### config.mk
export PLATFORM = sky130hd
export DESIGN_NAME = infix_to_postfix_converter_core
export DESIGN_NICKNAME = d
export VERILOG_FILES = /design/src/rtl/core/i2p_pkg.sv /design/src/rtl/core/i2p_ctrl.sv /design/src/rtl/core/i2p_dpath.sv /design/src/rtl/core/infix_to_postfix_converter_core.sv
export SDC_FILE = /design/constraint.sdc
export NUM_CORES = 1
export LEC_CHECK = 0
export ABC_AREA = 1
export BUFFER_PORTS_ARGS = -buffer_cell sky130_fd_sc_hd__buf_2
export CAP_MARGIN = 20
export CORE_MARGIN = 4
export CORE_UTILIZATION = 55
export CTS_CLUSTER_SIZE = 20
export DETAILED_ROUTE_END_ITERATION = 8
export PLACE_DENSITY = 0.76
export SLEW_MARGIN = 20
export SYNTH_ARGS = -nofsm -noshare
export SYNTH_HDL_FRONTEND = slang
export SYNTH_SLANG_ARGS = --single-unit
export TNS_END_PERCENT = 30
### constraint.sdc
create_clock -name clk -period 3.65 [get_ports clk]
set_input_delay 0.73 -clock clk [delete_from_list [all_inputs] [get_ports clk]]
set_output_delay 0.73 -clock clk [all_outputs]
set_load 0.02 [all_outputs]
### src/rtl/core/i2p_pkg.sv
// Shared types, codes and helper functions for the infix to postfix converter.
`timescale 1ns / 1ps
package i2p_pkg;

  // Input token kinds; code 7 carries no meaning and is ignored
  typedef enum logic [2:0] {
    TK_NUMBER   = 3'd0,
    TK_VARIABLE = 3'd1,
    TK_BINARY   = 3'd2,
    TK_FUNCTION = 3'd3,
    TK_LPAREN   = 3'd4,
    TK_RPAREN   = 3'd5,
    TK_END      = 3'd6
  } tok_kind_t;

  // Operator codes that mark priority and output kind boundaries
  localparam logic [2:0] OP_SUB = 3'd1;
  localparam logic [2:0] OP_DIV = 3'd3;
  localparam logic [2:0] OP_SIN = 3'd5;

  // Operator priorities
  localparam logic [1:0] PRIO_ADD = 2'd0;
  localparam logic [1:0] PRIO_MUL = 2'd1;
  localparam logic [1:0] PRIO_POW = 2'd3;

  // Result kinds
  localparam logic [1:0] RK_NUMBER   = 2'd0;
  localparam logic [1:0] RK_VARIABLE = 2'd1;
  localparam logic [1:0] RK_BINARY   = 2'd2;
  localparam logic [1:0] RK_FUNCTION = 2'd3;

  // Error codes
  localparam logic [1:0] ERR_OK        = 2'd0;
  localparam logic [1:0] ERR_FULL      = 2'd1;
  localparam logic [1:0] ERR_UNMATCHED = 2'd2;

  typedef struct packed {
    logic [2:0]  token_kind;
    logic [2:0]  operator_code;
    logic [4:0]  variable_letter;
    logic [31:0] number_word;
  } in_t;

  typedef struct packed {
    logic [1:0]  out_kind;
    logic [2:0]  out_operator;
    logic [4:0]  out_letter;
    logic [31:0] out_number;
    logic [1:0]  error_code;
    logic        last_of_run;
  } out_t;

  // One stack entry: an operator, or an explicit left parenthesis when is_op is clear
  typedef struct packed {
    logic       is_op;
    logic [2:0] code;
  } entry_t;

  typedef enum logic [2:0] {
    ST_IDLE,
    ST_LEAF,
    ST_OP_POP,
    ST_LPAREN,
    ST_RPAREN,
    ST_END_POP
  } state_t;

  typedef enum logic [2:0] {
    EMIT_NONE,
    EMIT_LEAF,
    EMIT_TOP,
    EMIT_ERR_FULL,
    EMIT_ERR_UNMATCHED
  } emit_t;

  // Commands from the controller to the datapath
  typedef struct packed {
    logic  load;
    emit_t emit;
    logic  last;
    logic  pop;
    logic  push_op;
    logic  push_paren;
    logic  paren_dec;
  } dp_cmd_t;

  // Status from the datapath to the controller
  typedef struct packed {
    logic [2:0] in_kind;
    logic       empty;
    logic       full;
    logic       no_paren;
    logic       top_is_op;
    logic       pop_ok;
    logic       pop_last;
    logic       rp_last;
    logic       end_last;
    logic       slot_free;
  } dp_stat_t;

  function automatic logic [1:0] op_prio(input logic [2:0] code);
    logic [1:0] p;
    if (code <= OP_SUB) begin
      p = PRIO_ADD;
    end else if (code <= OP_DIV) begin
      p = PRIO_MUL;
    end else begin
      p = PRIO_POW;
    end
    return p;
  endfunction

  function automatic logic [1:0] op_kind(input logic [2:0] code);
    return (code >= OP_SIN) ? RK_FUNCTION : RK_BINARY;
  endfunction

endpackage

### src/rtl/core/i2p_ctrl.sv
// Controller state machine that sequences token handling and stack pops.
`timescale 1ns / 1ps
module i2p_ctrl (
  input  logic               clk,
  input  logic               rst,
  input  logic               tok_valid,
  output logic               tok_ready,
  input  i2p_pkg::dp_stat_t  stat,
  output i2p_pkg::dp_cmd_t   cmd
);
  import i2p_pkg::*;

  state_t state;
  state_t state_next;

  // State register
  always_ff @(posedge clk) begin
    if (rst) begin
      state <= ST_IDLE;
    end else begin
      state <= state_next;
    end
  end

  // Next state and commands
  always_comb begin
    state_next = state;
    cmd        = '0;
    cmd.emit   = EMIT_NONE;
    tok_ready  = 1'b0;
    unique case (state)
      ST_IDLE: begin
        tok_ready = 1'b1;
        if (tok_valid) begin
          cmd.load = 1'b1;
          unique case (stat.in_kind)
            TK_NUMBER, TK_VARIABLE: state_next = ST_LEAF;
            TK_BINARY, TK_FUNCTION: state_next = ST_OP_POP;
            TK_LPAREN:              state_next = ST_LPAREN;
            TK_RPAREN:              state_next = ST_RPAREN;
            TK_END:                 state_next = ST_END_POP;
            default:                state_next = ST_IDLE;
          endcase
        end
      end
      ST_LEAF: begin
        if (stat.slot_free) begin
          cmd.emit   = EMIT_LEAF;
          state_next = ST_IDLE;
        end
      end
      // Pop operators of equal or higher priority, then push, or report a full stack
      ST_OP_POP: begin
        if (stat.pop_ok) begin
          if (stat.slot_free) begin
            cmd.emit = EMIT_TOP;
            cmd.last = stat.pop_last;
            cmd.pop  = 1'b1;
          end
        end else if (stat.full) begin
          if (stat.slot_free) begin
            cmd.emit   = EMIT_ERR_FULL;
            state_next = ST_IDLE;
          end
        end else begin
          cmd.push_op = 1'b1;
          state_next  = ST_IDLE;
        end
      end
      ST_LPAREN: begin
        if (stat.full) begin
          if (stat.slot_free) begin
            cmd.emit   = EMIT_ERR_FULL;
            state_next = ST_IDLE;
          end
        end else begin
          cmd.push_paren = 1'b1;
          state_next     = ST_IDLE;
        end
      end
      // Drain down to the matching left parenthesis and drop it; report an unmatched error if none is open
      ST_RPAREN: begin
        if (stat.no_paren) begin
          if (stat.slot_free) begin
            cmd.emit   = EMIT_ERR_UNMATCHED;
            state_next = ST_IDLE;
          end
        end else if (stat.top_is_op) begin
          if (stat.slot_free) begin
            cmd.emit = EMIT_TOP;
            cmd.last = stat.rp_last;
            cmd.pop  = 1'b1;
          end
        end else begin
          cmd.pop       = 1'b1;
          cmd.paren_dec = 1'b1;
          state_next    = ST_IDLE;
        end
      end
      // Empty the whole stack, dropping unclosed parentheses silently
      ST_END_POP: begin
        if (stat.empty) begin
          state_next = ST_IDLE;
        end else if (stat.top_is_op) begin
          if (stat.slot_free) begin
            cmd.emit = EMIT_TOP;
            cmd.last = stat.end_last;
            cmd.pop  = 1'b1;
          end
        end else begin
          cmd.pop       = 1'b1;
          cmd.paren_dec = 1'b1;
        end
      end
      default: state_next = ST_IDLE;
    endcase
  end

endmodule

### src/rtl/core/i2p_dpath.sv
// Datapath: token register, operator stack memory with cached top entries, result register.
`timescale 1ns / 1ps
module i2p_dpath #(
  parameter int STACK_DEPTH = 64
) (
  input  logic              clk,
  input  logic              rst,
  input  i2p_pkg::in_t      tok_data,
  input  i2p_pkg::dp_cmd_t  cmd,
  output i2p_pkg::dp_stat_t stat,
  output logic              res_valid,
  input  logic              res_ready,
  output i2p_pkg::out_t     res_data
);
  import i2p_pkg::*;

  localparam int CNT_W = $clog2(STACK_DEPTH + 1);
  localparam int IDX_W = $clog2(STACK_DEPTH);
  localparam logic [CNT_W-1:0] CNT_FULL = CNT_W'(STACK_DEPTH);
  localparam logic [CNT_W-1:0] CNT_ONE  = CNT_W'(1);
  localparam logic [CNT_W-1:0] CNT_ZERO = CNT_W'(0);
  localparam logic [CNT_W-1:0] CNT_3    = CNT_W'(3);

  in_t              tok;
  logic [CNT_W-1:0] cnt;
  logic [CNT_W-1:0] paren_cnt;
  entry_t           top;
  entry_t           second;
  entry_t           mem [STACK_DEPTH];
  entry_t           new_entry;
  logic [CNT_W-1:0] cnt_m3;
  logic [CNT_W-1:0] op_cnt;
  logic [IDX_W-1:0] rd_idx;
  logic [IDX_W-1:0] wr_idx;
  logic [1:0]       pr;
  logic             push;
  out_t             res_next;

  assign pr        = op_prio(tok.operator_code);
  assign push      = cmd.push_op | cmd.push_paren;
  assign new_entry = '{is_op: cmd.push_op, code: cmd.push_op ? tok.operator_code : 3'd0};
  assign cnt_m3    = cnt - CNT_3;
  assign rd_idx    = cnt_m3[IDX_W-1:0];
  assign wr_idx    = cnt[IDX_W-1:0];
  assign op_cnt    = cnt - paren_cnt;

  // Hold the accepted token
  always_ff @(posedge clk) begin
    if (cmd.load) begin
      tok <= tok_data;
    end
  end

  // Stack and parenthesis counts
  always_ff @(posedge clk) begin
    if (rst) begin
      cnt       <= CNT_ZERO;
      paren_cnt <= CNT_ZERO;
    end else begin
      if (cmd.pop) begin
        cnt <= cnt - CNT_ONE;
      end else if (push) begin
        cnt <= cnt + CNT_ONE;
      end
      if (cmd.push_paren) begin
        paren_cnt <= paren_cnt + CNT_ONE;
      end else if (cmd.paren_dec) begin
        paren_cnt <= paren_cnt - CNT_ONE;
      end
    end
  end

  // Stack memory write
  always_ff @(posedge clk) begin
    if (push) begin
      mem[wr_idx] <= new_entry;
    end
  end

  // Keep the two top entries in registers; refill the second one from memory on a pop
  always_ff @(posedge clk) begin
    if (cmd.pop) begin
      top    <= second;
      second <= mem[rd_idx];
    end else if (push) begin
      second <= top;
      top    <= new_entry;
    end
  end

  // Status towards the controller
  always_comb begin
    stat.in_kind   = tok_data.token_kind;
    stat.empty     = (cnt == CNT_ZERO);
    stat.full      = (cnt == CNT_FULL);
    stat.no_paren  = (paren_cnt == CNT_ZERO);
    stat.top_is_op = top.is_op;
    stat.pop_ok    = (cnt != CNT_ZERO) && top.is_op && (op_prio(top.code) >= pr);
    stat.pop_last  = !((cnt > CNT_ONE) && second.is_op && (op_prio(second.code) >= pr));
    stat.rp_last   = !second.is_op;
    stat.end_last  = (op_cnt == CNT_ONE);
    stat.slot_free = !res_valid || res_ready;
  end

  // Build the result beat
  always_comb begin
    res_next = '0;
    unique case (cmd.emit)
      EMIT_LEAF: begin
        res_next.last_of_run = 1'b1;
        if (tok.token_kind == TK_NUMBER) begin
          res_next.out_kind   = RK_NUMBER;
          res_next.out_number = tok.number_word;
        end else begin
          res_next.out_kind   = RK_VARIABLE;
          res_next.out_letter = tok.variable_letter;
        end
      end
      EMIT_TOP: begin
        res_next.out_kind     = op_kind(top.code);
        res_next.out_operator = top.code;
        res_next.last_of_run  = cmd.last;
      end
      EMIT_ERR_FULL: begin
        res_next.error_code  = ERR_FULL;
        res_next.last_of_run = 1'b1;
      end
      EMIT_ERR_UNMATCHED: begin
        res_next.error_code  = ERR_UNMATCHED;
        res_next.last_of_run = 1'b1;
      end
      default: res_next.error_code = ERR_OK;
    endcase
  end

  // Result register valid flag
  always_ff @(posedge clk) begin
    if (rst) begin
      res_valid <= 1'b0;
    end else if (cmd.emit != EMIT_NONE) begin
      res_valid <= 1'b1;
    end else if (res_ready) begin
      res_valid <= 1'b0;
    end
  end

  // Result register payload
  always_ff @(posedge clk) begin
    if (cmd.emit != EMIT_NONE) begin
      res_data <= res_next;
    end
  end

endmodule

### src/rtl/core/infix_to_postfix_converter_core.sv
// Top level of the shunting-yard infix to postfix token converter.
// Channel | Direction | Handshake            | Payload
// tok     | in        | tok_valid/tok_ready  | tok_data  (i2p_pkg::in_t, one token)
// res     | out       | res_valid/res_ready  | res_data  (i2p_pkg::out_t, one postfix token)
// Steps: each token is accepted in ST_IDLE and handled in its own state, which emits a leaf or an
// error beat, pushes an operator or left parenthesis after any pops, or pops entries for a right
// parenthesis or end marker; an unused token kind is accepted in ST_IDLE and dropped.
// One pop per cycle unless stalled is set by the single registered read port of the stack.
// Reset clears the stack count; stack memory needs no clearing pass.
// A stalled result holds in the output register and stalls only the next emitting step.
`timescale 1ns / 1ps
module infix_to_postfix_converter_core #(
  parameter int STACK_DEPTH = 64
) (
  input  logic          clk,
  input  logic          rst,
  input  logic          tok_valid,
  output logic          tok_ready,
  input  i2p_pkg::in_t  tok_data,
  output logic          res_valid,
  input  logic          res_ready,
  output i2p_pkg::out_t res_data
);
  import i2p_pkg::*;

  dp_cmd_t  cmd;
  dp_stat_t stat;

  // Sequencer
  i2p_ctrl u_ctrl (
    .clk       (clk),
    .rst       (rst),
    .tok_valid (tok_valid),
    .tok_ready (tok_ready),
    .stat      (stat),
    .cmd       (cmd)
  );

  // Stack and result datapath
  i2p_dpath #(
    .STACK_DEPTH (STACK_DEPTH)
  ) u_dpath (
    .clk       (clk),
    .rst       (rst),
    .tok_data  (tok_data),
    .cmd       (cmd),
    .stat      (stat),
    .res_valid (res_valid),
    .res_ready (res_ready),
    .res_data  (res_data)
  );

endmodule

# Word-level counts from Yosys, hierarchy flattened
# Memory sizes are Yosys's and may differ from the RTL's.
# Cells that the tools add are included.
# totals
ram_bits	256
ff_bits	114
input_bits	47
word_cells	144
n_memories	1
# classes
add_sub_neg	6
bitwise	2
mux	62
order_cmp	10
eq_ne	21
n_reduce_logical	24
# mem_list
memory	words	width	read_ports	rd_ports_with_merged_regs	write_ports	line_no	source
u_dpath.mem	64	4	1	0	1	i2p_dpath.sv:29	entry_t mem [STACK_DEPTH];
# ops
operator	count
3-bit 2-to-1 mux	12
4-bit 2-to-1 mux	9
3-bit one-hot mux with 5 select lines	2
7-bit 2-to-1 mux	4
1-bit 2-to-1 mux	19
3-bit by 2-bit equality test with 1-bit output (second input constant)	6
3-bit equality test (second input constant)	6
2-bit 2-to-1 mux	9
3-bit one-hot mux with 6 select lines	1
7-bit by 1-bit adder with 7-bit output (second input constant)	2
7-bit zero test	2
7-bit by 1-bit subtractor with 7-bit output (second input constant)	2
3-bit by 1-bit equality test with 1-bit output (second input constant)	3
3-bit by 1-bit less-or-equal comparator with 1-bit output (second input constant)	3
3-bit by 2-bit less-or-equal comparator with 1-bit output (second input constant)	3
3-bit zero test	3
2-bit one-hot mux with 2 select lines	2
7-bit by 1-bit equality test with 1-bit output (second input constant)	1
7-bit equality test (second input constant)	1
7-bit by 1-bit greater-than comparator with 1-bit output (second input constant)	1
7-bit nonzero test	1
7-bit subtractor	1
2-bit inequality test (second input constant)	3
2-bit one-hot mux with 3 select lines	1
other kinds (17)	28

# Depth between registers and ports, before layout
# Gate-level depths: netlist of the first run.
# depth
word_depth	12
depth_mapped	19
mapped_depth_nobuf	16

# By module
# A second synthesis of the first run with hierarchy kept.
# unflattened
cells_unflattened	1595
hier_area_um2	16472.0
# by_module_without_submodules
module	area_each_um2	seq_area_each_um2	cells_each	instances
i2p_dpath	15899.0	10870.4	1487	1
i2p_ctrl	573.0	60.1	108	1

# Least setup slack after synthesis of the first run
# No wires, ideal clock.
# synth_path
path_kind	reg-to-reg
from	reg u_dpath.cnt[0]
to	mem u_dpath.mem[0][0] in the netlist's numbering, data pin
synth_period_minus_slack_ns	3.604
slack_ns	0.046
arrival_ns	3.105
path_buffers	3
path_stages_with_launch	13
cell_sequence	dfxtp_1 -> buf_2 -> inv_2 -> buf_4 -> buf_4 -> ha_1 -> nand2_2 -> inv_2 -> nand3_2 -> inv_2 -> nor2_4 -> nand2_4 -> nor2_1
# synth_lines
element	line_no	source
start, declared	i2p_dpath.sv:25	logic [CNT_W-1:0] cnt;
start signal, assigned	i2p_dpath.sv:61	cnt <= cnt - CNT_ONE;
start signal, assigned	i2p_dpath.sv:63	cnt <= cnt + CNT_ONE;
end, declared	i2p_dpath.sv:29	

# Worst setup path in the final report of the first run
# layout_path
from	reg u_dpath.cnt[0]
to	mem u_dpath.mem[19][2] in the netlist's numbering (enable)
# layout_via
elab_chain_len	8
word_cells_on_any_way	11
# layout_rtl
element	line_no	source
7-bit nonzero test	i2p_dpath.sv:98	stat.pop_ok = (cnt != CNT_ZERO) && top.is_op && (op_prio(top.code) >= pr);
1-bit logical AND (2 in a row)	i2p_dpath.sv:98	
1-bit 2-to-1 mux	i2p_ctrl.sv:54	if (stat.pop_ok) begin
1-bit 2-to-1 mux	i2p_ctrl.sv:31	unique case (state)
1-bit bitwise OR	i2p_dpath.sv:40	assign push = cmd.push_op | cmd.push_paren;
1-bit 2-to-1 mux	i2p_dpath.sv:75	if (push) begin
1-bit 2-to-1 mux (implied by the code)	i2p_dpath.sv:76	mem[wr_idx] <= new_entry;
# Parallel ways exist; a longest one is shown, timed or not.

==> out/results.tsv, run 1 <==
metric	value	unit
Avg Cell Area, Syn	10.4	um^2
Top delay family on crit path	simple AND/OR/NAND/NOR gates	
minimum clock period	2.97	ns
Worst-Skew Late Latency	0.52	ns
I/O Buffers	93	
critical path's most frequent cell	nand3_2	
FMAX	336	MHz
critical path buffer and inverter count	2	
Crit path depth	9	
clock-pin slew on the worst setup and hold paths	0.06	ns
post-synthesis sequential area ratio	66.1	%
CP Capture Type	flip-flop	
DIE WIDTH	181	um
asr flop ratio synth	0	%
Cell Pwr Density	497	nW/um^2
critical setup path kind	reg2reg	
vias after detailed routing	11300	
status	completed	
die area	32900	um^2
synthesized area	16500	um^2
RSZ-0062 raised after global routing	false	
Initial Util	55.8	%
Tightest Hold Check Type	in2reg	
CP max FO	39	
CP max stage cell	dfxtp_4	
initial antenna violation count	2	
period utilization	81.4	%
Reg2Reg Setup Slack	0.68	ns
Post-Syn Instances	1597	
Die Ht	181	um
vias in the first global route	10700	
Post-CTS Setup Bufs	0	
Worst path max stage delay	0.60	ns
grt total ovfl	0	
layout cells sized above 1	12.4	%
Leakage	0.00761	uW
Syn Nets	1665	
clock root cell	clkbuf_16	
CTS sink count	370	
WL per Instance	17.0	um
via-per-instance ratio	5.39	
Slew Viols, Final	0	
dominant synthesized flop cell	edfxtp_1	
core box area	29600	um^2
GRT Overall Usage	21.2	%
worst r2r dst	u_dpath.mem[19][2]	
Area Growth Syn to Fin	11.6	%
antenna-violating nets left	0	
Final Setup Violations	0	
Hold Fails Final Rpt	0	
Post-Route Utilization	62.3	%
proportion of netlist area held by the largest area contributor	63.9	%
total power	9170	uW
final hold slack	0.393	ns
final-stage net count	1749	
post-synthesis cell type count	41	
# hold bufs at CTS	0	
Setup Skew	0.0189	ns
worst-margin pin slew	1.05	ns
post_cts resized	0	
TritonCTS buffer count	37	
CP endpoint	u_dpath.mem[19][2]	
TritonCTS clock tree	done	
Worst Setup SP	u_dpath.cnt[0]	
drt first pass iters	7	
R2R depth	9	
critical path arrival	3.14	ns
CP startpoint kind	flip-flop	
Rows	63	
GP Congestion	0.855	
Post-DP Area	17300	um^2
H-tree Lvls	2	
first-pass GRT wire length	55800	um
yosys warns	0	
number of synthesized flops with an enable pin	352	
pin count of the biggest net entering global routing	100	
Slew HR	30.0	%
# IOs	94	
post-route setup TNS	0	ns
Critical Path RT	3.82	ns
design area	18500	um^2
peak supply drop	402	uV
r2r startpoint	u_dpath.cnt[0]	
aggregate routed wire length	35700	um
DRT iter0 DRCs	884	
CTS max path bufs	3	
largest area contributor in the netlist	edfxtp_1	
crit-path cells	inv_4 -> ha_2 -> nand2_2 -> inv_2 -> nand3_2 -> nand2_1 -> nand2_4 -> nand3_2 -> nor2_1	
DRC	0	
post-DP HPWL	22500	um
FF+latch count, synth	370	
Max Cap Viol	0	
ranking of synthesized cells by area	edfxtp_1, nand2_1, nand3_1	
[routing by layer]
metal  up-vias  global-route usage, %  share of wire, %
li1       5443                      -                 -
met1      5318                   27.9                40
met2       475                   35.9                49
met3        96                   3.25               7.5
met4         0                   7.93               3.6
met5         -                      0                 0
[power by group]
group | total (uW) | switching [uW] | internal (uW)
Sequential | 4820 | 47.2 | 4770
Combinational | 853 | 611 | 243
Clock | 3510 | 1500 | 2010
Total | 9170 | 2160 | 7020
[cell usage after synthesis (5+ instances only)]
master and count:
o21ai_0 41, nand2_2 11, nor2_4 5, xor2_1 9
xnor2_1 6, nand2_1 426, dfxtp_1 18, buf_2 27
nand3_1 199, edfxtp_1 352, nor3_1 7, ha_1 19
inv_2 8, buf_4 5, nor2_1 184, buf_6 5
a21oi_1 24, inv_1 190, clkbuf_1 23
[layout by cell type (no fill, tap or decap), drive strengths merged, types with 9 or more instances in the layout]
cell type and n:
ha 19, a21oi 25, o21ai 43, inv 198, dfxtp 18, clkinv 20, buf 109, clkbuf 44
nor2 193, edfxtp 352, nand2 440, nand3 204, xor2 9
[kinds of logic (layout without fill, tap and decap cells)]
kind of cell / count (synthesis) / count (layout) / synth area share [%]
AOI/OAI and AO/OA: 72 / 72 / 2.27
xor gates and xnor gates: 15 / 15 / 0.795
adders and majority gates: 21 / 21 / 1.68
buffers and inverters: 262 / 373 / 6.65
DFF: 370 / 370 / 66.1
other: 0 / 3 / 0
and+or+nand+nor: 857 / 857 / 22.5
[flip-flops by register name, indices dropped and copies added, names as in the netlist]
signal and count:
u_dpath.second 4, u_dpath.cnt 7, u_dpath.tok 43, u_dpath.paren_cnt 7, u_dpath.stat 1, u_dpath.mem 256
u_ctrl.state 3, u_dpath.res_valid 1, u_dpath.top 3, u_dpath.res_data 45
[through the flow]
step | std cells | setup WS (ns)
after global routing | 2100 | 0.414
after floorplan | 1597 | 0.0463
after CTS | 2098 | 0.693
after global placement | 2032 | 0.809
after detailed placement | 2032 | 0.707
final | 2101 | 0.678
[how the worst min path moves through the flow]
stage	endpoint	from	cells after the start
floorplan	u_dpath.cnt[6]	u_dpath.cnt[6]	2
global placement	u_dpath.cnt[6]	u_dpath.cnt[6]	2
detailed placement	u_dpath.cnt[6]	u_dpath.cnt[6]	2
CTS	u_dpath.tok[34]	tok_data[34]	1
global route	u_dpath.tok[32]	tok_data[32]	1
finish	u_dpath.tok[34]	tok_data[34]	1
[final cells by class]
| type | instances | area, um^2 |
|---|---|---|
| clock buffer | 44 | 952 |
| fill | 2312 | 11200 |
| inverter | 198 | 746 |
| multi-input combinational | 965 | 4540 |
| clock inverter | 22 | 161 |
| sequential | 370 | 10900 |
| antenna | 3 | 7.51 |
| tap | 390 | 488 |
| timing repair buffer | 109 | 623 |
No activity file was read; power rests on OpenSTA's default activity.
==> run 2: changes to the inputs <==
--- a/config.mk
+++ b/config.mk
@@ -12,7 +12,7 @@
 export CORE_UTILIZATION = 55
 export CTS_CLUSTER_SIZE = 20
 export DETAILED_ROUTE_END_ITERATION = 8
-export PLACE_DENSITY = 0.76
+export PLACE_DENSITY = 0.73
 export SLEW_MARGIN = 20
 export SYNTH_ARGS = -nofsm -noshare
 export SYNTH_HDL_FRONTEND = slang
==> constraint.sdc (replaced) <==
create_clock -name clk -period 3 [get_ports clk]
set_input_delay 0.6 -clock clk [delete_from_list [all_inputs] [get_ports clk]]
set_output_delay 0.6 -clock clk [all_outputs]
set_load 0.02 [all_outputs]
==> run 2 against run 1 <==
Critical path depth is 3 higher. Global-route usage up 0.60 points. Routed wire length up 0.16%. Sequential cell count stayed put. Non-clock buffer count increased by 4. Utilization grew 0.28 points. Sequential power grew 21%. Maximum frequency is 3.5% higher. Design area is 0.45% higher.
==> out/results.tsv, run 2 (synthesis results as in run 1) <==
metric	value	unit	change
status	completed		
critical path buffer and inverter count	1		-1
# IOs	94		unchanged
Endpoint, Worst Hold	u_dpath.tok[34]		
post-route setup TNS	0	ns	unchanged
commonest non-fill, non-tap cells in the layout	nand2_1, edfxtp_1, nand3_1		
CP max FO	11		-72%
Comb power frac	9.4	%	about the same
Sw Ratio	24.0	%	+0.48 points
DRT iter0 DRCs	931		+5.3%
CP max stage cell	nor2_1		
Post-CTS Setup Bufs	0		unchanged
worst-margin pin slew	0.918	ns	-0.132 ns
I/O Buffers	93		unchanged
CP Capture Type	flip-flop		
drt first pass iters	6		-1
antenna-violating nets left	0		unchanged
die area	32900	um^2	unchanged
Slew HR	38.8	%	+8.8 points
Rows	63		unchanged
TritonCTS clock tree	done		
minimum clock period	2.87	ns	-0.101 ns
GP Congestion	0.863		+0.88%
Worst-Skew Late Latency	0.53	ns	about the same
Tightest Hold Check Type	in2reg		
vias after detailed routing	11200		-1.3%
clock-pin slew on the worst setup and hold paths	0.06	ns	about the same
final-stage net count	1754		+0.29%
hold path depth	1		unchanged
GRT Overall Usage	21.8	%	+0.60 points
CP startpoint kind	flip-flop		
pin count of the biggest net entering global routing	88		-12%
first-pass GRT wire length	57100	um	+2.4%
R2R depth	12		+3
Flop pwr share	52.1	%	-0.4 points
critical path's most frequent cell	nand2_1		
FMAX	348	MHz	+3.5%
final hold slack	0.244	ns	-0.149 ns
worst r2r dst	u_dpath.mem[11][2]		
post-DP HPWL	22500	um	-0.22%
Cell Pwr Density	606	nW/um^2	+22%
Reg with most FFs	u_dpath.mem		
period utilization	95.7	%	+14 points
vias in the first global route	11000		+2.6%
via-per-instance ratio	5.32		-1.3%
CTS max path bufs	3		unchanged
Setup Skew	0.0163	ns	-0.00261 ns
post_cts resized	0		unchanged
Inserted Diodes	0		-3
peak supply drop	440	uV	+9.6%
crit-path cells	inv_1 -> nand2_1 -> ha_1 -> nand2_1 -> nand3_1 -> nand2_1 -> nor2_2 -> nor2_4 -> nand2_4 -> nand2_4 -> nand3_2 -> nor2_1		
r2r startpoint	u_dpath.tok[39]		
Top delay family on crit path	simple AND/OR/NAND/NOR gates		
met3 usage	3.93	%	+0.68 points
grt total ovfl	0		unchanged
TritonCTS buffer count	38		+2.7%
WL per Instance	17.0	um	+0.11%
Reg2Reg Setup Slack	0.13	ns	-0.55 ns
Die Ht	181	um	unchanged
aggregate routed wire length	35800	um	+0.16%
initial antenna violation count	0		-2
H-tree Lvls	2		unchanged
switching pwr	2690	uW	+25%
Initial Util	55.8	%	unchanged
DRC	0		unchanged
layout cells sized above 1	13.2	%	+0.79 points
fin cells	2102		+0.048%
Leakage	0.00764	uW	+0.41%
clock root cell	clkbuf_16		
Worst path max stage delay	0.43	ns	-0.17 ns
clock share of power	38.5	%	+0.3 points
GRT met1 Usage	28.3	%	+0.36 points
Critical Path RT	3.19	ns	-0.63 ns
core box area	29600	um^2	unchanged
Int Pwr	8540	uW	+22%
busiest grt layer	met2		
commonest non-fill, non-tap cell in the layout	nand2_1		
CTS sink count	370		unchanged
number of flip-flops in the largest register	256		unchanged
RSZ-0062 raised after global routing	true		
Slew Viols, Final	0		unchanged
Max Cap Viol	0		unchanged
met2 usage	37.0	%	+1.0 points
Final Setup Violations	0		unchanged
critical path arrival	3.06	ns	-0.08 ns
Hold Fails Final Rpt	0		unchanged
critical setup path kind	reg2reg		
Post-Route Utilization	62.5	%	+0.28 points
# hold bufs at CTS	0		unchanged
DIE WIDTH	181	um	unchanged
Area Growth Syn to Fin	12.1	%	
biggest regs	u_dpath.mem x256, u_dpath.res_data x45, u_dpath.tok x43		
min-delay src	tok_data[34]		
placed cell count	2036		+0.20%
run 2: cell count changes in the layout (fill, tap and decap cells not counted), moves of 2 or more:
| cell | delta |
|---|---|
| clkinv_2 | -2 |
| nor2_1 | -7 |
| nor2_2 | +7 |
| clkinvlp_4 | +2 |
| diode_2 | -3 |
| buf_4 | +3 |
| clkinv_1 | -2 |
run 2: worst max path at each step:
stage                         endpoint  cells past startpoint            start  slack, ns
floorplan            u_dpath.mem[0][0]                     12   u_dpath.cnt[0]      -0.60
global placement    u_dpath.mem[59][3]                     12  u_dpath.tok[39]       0.27
detailed placement  u_dpath.mem[11][0]                     12  u_dpath.tok[39]       0.15
CTS                 u_dpath.mem[11][3]                     12  u_dpath.tok[39]       0.12
global route        u_dpath.mem[59][3]                     12  u_dpath.tok[39]      -0.05
finish              u_dpath.mem[11][2]                     12  u_dpath.tok[39]       0.13
run 2: area by class of cell:
class	instances	area, um^2
Fill cell	2368	11100
Multi-Input combinational cell	965	4560
Clock inverter	22	171
Sequential cell	370	10900
Tap cell	390	488
Timing Repair Buffer	113	666
Inverter	198	746
Clock buffer	44	973
run 2: per-layer routing:
metal / share of wire (%) / routed length [um]
met1: 41 / 14500
met2: 49 / 17600
met3: 7.2 / 2580
met4: 3.2 / 1150
met5: 0 / 0
run 2: per-stage QoR:
stage          worst slack [ns]  area [um^2]  total power [uW]
2_1_floorplan            -0.604        16500              6680
3_3_place_gp              0.268        17400              6990
3_5_place_dp              0.146        17400              7010
4_1_cts                   0.117        18500             11300
5_1_grt                 -0.0533        18500             11700
6_report                  0.129        18500             11200
run 2: worst reg2reg max path, cell delays in order (launching register included):
cell,delay [ns]
edfxtp_1,0.35
inv_1,0.19
nand2_1,0.12
ha_1,0.28
nand2_1,0.06
nand3_1,0.09
nand2_1,0.09
nor2_2,0.07
nor2_4,0.11
nand2_4,0.13
nand2_4,0.26
nand3_2,0.36
nor2_1,0.43
run 2: power groups by stage:
stage / clock network, uW / registers, uW / logic (uW)
floorplan: 0 / 6030 / 652
global placement: 0 / 5950 / 1030
detailed placement: 0 / 5960 / 1050
CTS: 4400 / 5850 / 1060
global route: 4640 / 5860 / 1170
finish: 4320 / 5850 / 1050
